File: src/sv/fpg_pkg.sv
// Package: types, codes and helper functions for the fuzz payload generator.
package fpg_pkg;

    // Strategy mode codes
    typedef logic [2:0] fpg_mode_t;
    localparam fpg_mode_t MODE_RANDOM   = 3'd0;
    localparam fpg_mode_t MODE_BIT_FLIP = 3'd1;
    localparam fpg_mode_t MODE_ZERO     = 3'd2;
    localparam fpg_mode_t MODE_ONES     = 3'd3;
    localparam fpg_mode_t MODE_BOUNDARY = 3'd4;
    localparam fpg_mode_t MODE_WALKING  = 3'd5;

    // Register indexes (register i at byte address 8*i)
    typedef logic [1:0] fpg_reg_idx_t;
    localparam fpg_reg_idx_t REG_STRATEGY = 2'd0;
    localparam fpg_reg_idx_t REG_SEED     = 2'd1;
    localparam fpg_reg_idx_t REG_BASE     = 2'd2;

    localparam int unsigned ADDR_W  = 5;
    localparam int unsigned DATA_W  = 64;
    localparam int unsigned NUM_BYTES = 8;

    // Seed that replaces a zero seed
    localparam logic [31:0] SEED_ZERO_SUBST = 32'h6D2B_79F5;

    // Number of boundary table entries
    localparam logic [5:0] BOUNDARY_LEN = 6'd6;

    // Generator state and pattern position
    typedef struct packed {
        logic [31:0] gen;
        logic [5:0]  pos;
    } fpg_state_t;

    // One xorshift32 step (13, 17, 5)
    function automatic logic [31:0] xorshift32(input logic [31:0] x);
        logic [31:0] a;
        logic [31:0] b;
        a = x ^ (x << 13);
        b = a ^ (a >> 17);
        return b ^ (b << 5);
    endfunction

    // Boundary byte for a table index 0..5
    function automatic logic [7:0] boundary_byte(input logic [2:0] idx);
        logic [7:0] v;
        case (idx)
            3'd0:    v = 8'h00;
            3'd1:    v = 8'h01;
            3'd2:    v = 8'h7F;
            3'd3:    v = 8'h80;
            3'd4:    v = 8'hFE;
            default: v = 8'hFF;
        endcase
        return v;
    endfunction

    // pos mod 6 for a 6-bit pos: quotient by reciprocal 43/256, exact below 64
    function automatic logic [2:0] mod6(input logic [5:0] pos);
        logic [11:0] prod;
        logic [3:0]  quo;
        logic [6:0]  rem;
        prod = {6'd0, pos} * 12'd43;
        quo  = prod[11:8];
        rem  = {1'b0, pos} - 7'({3'd0, quo} * 7'd6);
        return rem[2:0];
    endfunction

endpackage

File: src/sv/fpg_pattern.sv
// Pattern logic: builds one payload and the next generator state from the current state.
module fpg_pattern (
    input  fpg_pkg::fpg_mode_t  mode,
    input  logic [63:0]         base,
    input  fpg_pkg::fpg_state_t cur,
    output logic [63:0]         payload,
    output fpg_pkg::fpg_state_t nxt
);

    logic [31:0] steps [0:8];
    logic [2:0]  bnd_idx;

    // Eight chained generator steps for random mode; step 1 also feeds bit flip
    always_comb begin
        steps[0] = cur.gen;
        for (int i = 1; i <= 8; i++) begin
            steps[i] = fpg_pkg::xorshift32(steps[i-1]);
        end
    end

    assign bnd_idx = fpg_pkg::mod6(cur.pos);

    // Payload and state update per mode
    always_comb begin
        payload = base;
        nxt     = cur;
        case (mode)
            fpg_pkg::MODE_RANDOM: begin
                for (int i = 0; i < 8; i++) begin
                    payload[8*i +: 8] = steps[i+1][7:0];
                end
                nxt.gen = steps[8];
            end
            fpg_pkg::MODE_BIT_FLIP: begin
                payload = base ^ (64'd1 << steps[1][5:0]);
                nxt.gen = steps[1];
            end
            fpg_pkg::MODE_ZERO: begin
                payload = '0;
            end
            fpg_pkg::MODE_ONES: begin
                payload = '1;
            end
            fpg_pkg::MODE_BOUNDARY: begin
                payload = {8{fpg_pkg::boundary_byte(bnd_idx)}};
                nxt.pos = ({3'd0, bnd_idx} + 6'd1 == fpg_pkg::BOUNDARY_LEN) ?
                          6'd0 : ({3'd0, bnd_idx} + 6'd1);
            end
            fpg_pkg::MODE_WALKING: begin
                // byte 7 - pos/8 is the inverted upper index bits
                payload = 64'd1 << {~cur.pos[5:3], cur.pos[2:0]};
                nxt.pos = cur.pos + 6'd1;
            end
            default: begin
                // unused modes pass the base through, state unchanged
                payload = base;
            end
        endcase
    end

endmodule

File: src/sv/fuzz_payload_generator.sv
// Top level: fuzz payload generator with APB configuration and valid/ready channels.
// Takes one request word per cycle while s_ready is high and returns one 8-byte
// payload word per request, in the cycle after acceptance, through a single output
// register; a new request is taken whenever that register is empty or being drained
// the same cycle. The cycle time is set by the pattern path between the generator
// state registers and the output register, whose longest leg is eight chained
// xorshift32 steps in random mode. Registers sit at byte addresses 0 (strategy_mode),
// 8 (seed_value) and 16 (base_payload), 64-bit data; any register write reloads the
// generator from the seed (zero seed maps to 0x6D2B79F5) and clears the pattern
// position, as does a request with s_reseed set.
module fuzz_payload_generator (
    input  logic                        aclk,
    input  logic                        aresetn,
    // configuration
    input  logic                        psel,
    input  logic                        penable,
    input  logic                        pwrite,
    input  logic [fpg_pkg::ADDR_W-1:0]  paddr,
    input  logic [fpg_pkg::DATA_W-1:0]  pwdata,
    output logic [fpg_pkg::DATA_W-1:0]  prdata,
    output logic                        pready,
    // request channel
    input  logic                        s_valid,
    output logic                        s_ready,
    input  logic                        s_reseed,
    // payload channel
    output logic                        m_valid,
    input  logic                        m_ready,
    output logic [7:0]                  m_payload_byte_0,
    output logic [7:0]                  m_payload_byte_1,
    output logic [7:0]                  m_payload_byte_2,
    output logic [7:0]                  m_payload_byte_3,
    output logic [7:0]                  m_payload_byte_4,
    output logic [7:0]                  m_payload_byte_5,
    output logic [7:0]                  m_payload_byte_6,
    output logic [7:0]                  m_payload_byte_7
);

    fpg_pkg::fpg_mode_t  mode_reg;
    logic [31:0]         seed_reg;
    logic [63:0]         base_reg;
    fpg_pkg::fpg_state_t state_reg;
    fpg_pkg::fpg_state_t state_next;
    logic                m_valid_reg;
    logic [63:0]         payload_reg;

    fpg_pkg::fpg_state_t reload_state;
    fpg_pkg::fpg_state_t cur_state;
    logic [63:0]         payload_calc;
    fpg_pkg::fpg_reg_idx_t wr_idx;
    logic                wr_en;
    logic                wr_hit;
    logic                accept;

    assign pready = 1'b1;
    assign wr_en  = psel & penable & pwrite;
    assign wr_idx = paddr[4:3];
    assign wr_hit = wr_en && (wr_idx == fpg_pkg::REG_STRATEGY || wr_idx == fpg_pkg::REG_SEED
                              || wr_idx == fpg_pkg::REG_BASE);

    // Register readback
    always_comb begin
        unique case (wr_idx)
            fpg_pkg::REG_STRATEGY: prdata = {61'd0, mode_reg};
            fpg_pkg::REG_SEED:     prdata = {32'd0, seed_reg};
            fpg_pkg::REG_BASE:     prdata = base_reg;
            default:               prdata = '0;
        endcase
    end

    // Generator reload value
    always_comb begin
        reload_state.gen = (seed_reg == 32'd0) ? fpg_pkg::SEED_ZERO_SUBST : seed_reg;
        reload_state.pos = 6'd0;
    end

    assign cur_state = s_reseed ? reload_state : state_reg;
    assign s_ready   = !m_valid_reg || m_ready;
    assign accept    = s_valid && s_ready;

    fpg_pattern u_pattern (
        .mode    (mode_reg),
        .base    (base_reg),
        .cur     (cur_state),
        .payload (payload_calc),
        .nxt     (state_next)
    );

    // Configuration registers and generator state
    always_ff @(posedge aclk) begin
        if (!aresetn) begin
            mode_reg      <= fpg_pkg::MODE_RANDOM;
            seed_reg      <= '0;
            base_reg      <= '0;
            state_reg.gen <= fpg_pkg::SEED_ZERO_SUBST;
            state_reg.pos <= '0;
        end else if (wr_hit) begin
            unique case (wr_idx)
                fpg_pkg::REG_STRATEGY: mode_reg <= pwdata[2:0];
                fpg_pkg::REG_SEED:     seed_reg <= pwdata[31:0];
                fpg_pkg::REG_BASE:     base_reg <= pwdata;
                default:               ;
            endcase
            // reload from the seed being written when it is the seed register
            state_reg.gen <= (wr_idx == fpg_pkg::REG_SEED) ?
                             ((pwdata[31:0] == 32'd0) ? fpg_pkg::SEED_ZERO_SUBST : pwdata[31:0])
                             : reload_state.gen;
            state_reg.pos <= '0;
        end else if (accept) begin
            state_reg <= state_next;
        end
    end

    // Output word register
    always_ff @(posedge aclk) begin
        if (!aresetn) begin
            m_valid_reg <= 1'b0;
        end else if (accept) begin
            m_valid_reg <= 1'b1;
        end else if (m_ready) begin
            m_valid_reg <= 1'b0;
        end
    end

    always_ff @(posedge aclk) begin
        if (accept) begin
            payload_reg <= payload_calc;
        end
    end

    assign m_valid          = m_valid_reg;
    assign m_payload_byte_0 = payload_reg[7:0];
    assign m_payload_byte_1 = payload_reg[15:8];
    assign m_payload_byte_2 = payload_reg[23:16];
    assign m_payload_byte_3 = payload_reg[31:24];
    assign m_payload_byte_4 = payload_reg[39:32];
    assign m_payload_byte_5 = payload_reg[47:40];
    assign m_payload_byte_6 = payload_reg[55:48];
    assign m_payload_byte_7 = payload_reg[63:56];

endmodule

File: config.mk
export PLATFORM = sky130hd
export DESIGN_NAME = fuzz_payload_generator
export DESIGN_NICKNAME = d
export VERILOG_FILES = /design/src/sv/fpg_pkg.sv /design/src/sv/fpg_pattern.sv /design/src/sv/fuzz_payload_generator.sv
export SDC_FILE = /design/constraint.sdc
export NUM_CORES = 1
export LEC_CHECK = 0
export BUFFER_PORTS_ARGS = -buffer_cell sky130_fd_sc_hd__buf_4
export CORE_UTILIZATION = 45
export CTS_CLUSTER_SIZE = 30
export DETAILED_ROUTE_END_ITERATION = 16
export PLACE_DENSITY_LB_ADDON = 0.08
export SKIP_LAST_GASP = 1
export SLEW_MARGIN = 5
export SYNTH_ARGS = -nofsm -noshare
export SYNTH_HDL_FRONTEND = slang
export SYNTH_SLANG_ARGS = --single-unit
File: constraint.sdc
create_clock -name aclk -period 7.78 [get_ports aclk]
set_input_delay 1.556 -clock aclk [delete_from_list [all_inputs] [get_ports aclk]]
set_output_delay 1.556 -clock aclk [all_outputs]
set_load 0.05 [all_outputs]
==> key figures <==
Clock tree
  – Clock-pin slew on the worst setup and hold paths: 0.06 ns
  – Cts hold-fix bufs: 0
  – H-tree depth: 1
  – Worst skew pair latency: 0.59 ns
  – Clk buf depth: 3
  – Setup bufs post-CTS: 0
  – Cts bufs inserted: 25
  – CTS tree: built
  – Clk sinks: 202
  – Post-cts resize count: 0
  – Clock Tree Root: clkbuf_16

STA
  – Skew final: 0.0253 ns
  – Setup TNS: 0 ns
  – Final period util: 95.1%
  – RSZ-0062 raised after global routing: no
  – Hold Vio Cnt, Final: 0
  – Final Max Tran Viols: 0
  – Period minus WS final: 7.40 ns
  – Achievable Freq: 0.135 GHz
  – Max_slew headroom: 24.4%
  – # setup viols final: 0
  – Slew at the pin with the worst max-slew slack: 1.13 ns

Yosys
  – Post-Syn Instances: 2,228
  – Syn Area/Cell: 9.30 um2
  – Synthesized area: 20,700 um2
  – Synth area leaders: dfxtp_1 13%, xnor3_1 12%, xnor2_1 11%, edfxtp_1 9.3%, xor2_1 6.0%
  – Post-synth EDFFs: 64
  – Synth Register Bits: 202
  – Synth top area share: 13.3%
  – Yosys top cell by area: dfxtp_1
  – Synthesis Warnings: 0
  – Synth async-reset ratio: 0%
  – Main synth FF type: dfxtp_1
  – Count of cell types in the netlist: 87
  – Syn_nets: 2,342
  – Seq/Total Area, Yosys: 22.6%

Critical path
  – CP Data Required Time: 8.11 ns
  – Worst-path cell chain: buf_4, buf_12, mux2i_1, buf_4, nor2_1, a21oi_2, xnor2_1, xnor3_4, buf_4, xnor3_1, xor2_1, xnor2_1, xnor3_1, xor3_1, xnor3_1, buf_4, xnor2_2, xnor2_1, xnor2_1, nor2_1, o32a_1
  – Slowest stage cell, crit path: xor3_1
  – Worst setup SP type: primary input
  – Setup CP Type: primary input to flip-flop
  – Top delay family on crit path: XOR/XNOR gates
  – Largest stage delay on the critical path: 0.53 ns
  – Worst Path Max Fanout: 31
  – Arrival time at the worst endpoint: 7.73 ns
  – Buffer and inverter count on the worst path: 5
  – Worst setup EP type: flip-flop

Final layout
  – Fin nets: 2,696
  – Post-Layout Cell Count: 3,202
  – Core Util, Final: 55.8%
  – Share of cells above drive strength 1: 24.2%
  – Area grow syn2layout: 22.3%

Placed design
  – Number of port buffers: 203
  – Dpl cells: 3,155
  – Final Wtd Congestion: 1.02
  – Detailed placer's ending HPWL: 70.0 mm

Floorplanning
  – Initial Util: 45.7%
  – Core area: 45,400 um2
  – Die Y: 217 um
  – Die area: 46,900 um2
  – I/O pin total: 208
  – FP Rows: 78
  – Die width: 217 um

GRT
  – First-pass GRT wire length: 125 mm
  – Largest net degree at the start of global routing: 90
  – Tot GR Track Use: 36.6%
  – Vias in the first global route: 18,100
  – Initial antenna violation count: 1
  – Gr ovfl total: 0

Drt
  – Post-route ant nets: 0
  – Post-Route WL: 87.4 mm
  – Via count: 19,100
  – Mean number of vias per cell: 5.96
  – Iteration-0 DRC Markers: 1,850
  – Wire per inst: 27.3 um
  – Detailed Routing Iterations Pass 1: 8
  – DRC: 0

Flow run
  – Max-cap violations: 0

Status
  – Status: completed

Min path
  – Worst Hold Class: flip-flop to flip-flop
[cells in the mapped netlist, types with 20 or more instances]
cell type,number
nor2_1,163
a22o_1,34
a21boi_0,98
a221oi_1,20
dfxtp_1,138
inv_1,29
a21oi_1,88
nand2_1,331
nand3_1,20
nor3_1,30
ha_1,33
xor2_1,142
xnor3_1,110
nand2b_1,21
and2_1,36
o221ai_1,36
o32a_1,27
xnor2_1,272
clkbuf_1,111
edfxtp_1,64
mux2i_1,23
o22ai_1,43
xnor2_2,29
o21ai_0,46
[per-layer routing]
metal	routed length (um)	track usage [%]	up-vias
li1	-	-	8577
met1	37800	50.7	9371
met2	39200	58.0	963
met3	6330	4.13	173
met4	4050	14.9	0
met5	0	0	-
[final timing paths]
| path | from | to | slack [ns] | depth (start not counted) |
|---|---|---|---|---|
| worst max register to register | seed_reg[15]$_SDFFE_PN0P_ | payload_reg[62]$_DFFE_PP_ | 0.71 | 20 |
| worst min-delay path | state_reg[2]$_SDFFE_PP0P_ | state_reg[2]$_SDFFE_PP0P_ | 0.46 | 2 |
| worst max-delay path | s_reseed | payload_reg[62]$_DFFE_PP_ | 0.38 | 21 |
| worst min register to register | state_reg[2]$_SDFFE_PP0P_ | state_reg[2]$_SDFFE_PP0P_ | 0.46 | 2 |
[tightest hold or removal path, cell delays in order, from the launching register on]
cell and delay (ns):
dfxtp_1 0.31, nand2_1 0.05, a21oi_1 0.05
[cells in the final DEF (no fill, tap or decap), types with 12 or more instances in the layout]
master / count
and2_1: 36
a221oi_1: 20
xor3_1: 17
o21ai_0: 45
mux2i_1: 23
buf_4: 469
nor2b_1: 12
nor2_1: 157
dfxtp_1: 138
nand3_1: 20
o221ai_1: 36
edfxtp_1: 64
xnor2_1: 272
inv_1: 28
o32a_1: 27
a31oi_1: 17
clkbuf_16: 25
xor2_1: 142
xnor3_1: 110
a21oi_1: 87
nand2_1: 329
nor3_1: 30
nand4_1: 15
xnor2_2: 29
o22ai_1: 43
ha_1: 33
a21boi_0: 98
a22o_1: 34
nand2b_1: 21
[through the flow]
| step | hold slack [ns] | setup slack, ns | instance area, um2 |
|---|---|---|---|
| 6_report | 0.464 | 0.385 | 25300 |
| 5_1_grt | 0.506 | 0.219 | 25300 |
| 3_5_place_dp | 0.458 | -0.0921 | 24500 |
| 4_1_cts | 0.466 | 0.501 | 25300 |
| 2_1_floorplan | 0.437 | 0.0178 | 20700 |
| 3_3_place_gp | 0.447 | -0.0330 | 24500 |
[cell type report]
class                      instances  area, um2
multi-input combinational       1851      15300
fill                            4237      20000
clock inverter                    18        235
clock buffer                      28        647
sequential                       202       4680
inverter                          30        114
tap                              600        751
antenna                            1       2.50
timing repair buffer             472       3580
[kinds of logic (layout without fill, tap and decap cells)]
logic type | Yosys count | count (layout) | synth area share [%]
and+or+nand+nor | 669 | 669 | 14.4
other | 1 | 2 | 0.0181
adders and majority gates | 37 | 37 | 2.38
xor gates and xnor gates | 601 | 601 | 37.0
muxes | 32 | 32 | 1.81
buffers and inverters | 175 | 548 | 3.66
AOI/OAI and AO/OA | 511 | 511 | 18.1
DFF | 202 | 202 | 22.6
Power is not shown: default switching activity piles up to over one toggle a cycle in this logic, so the estimate is an artifact.
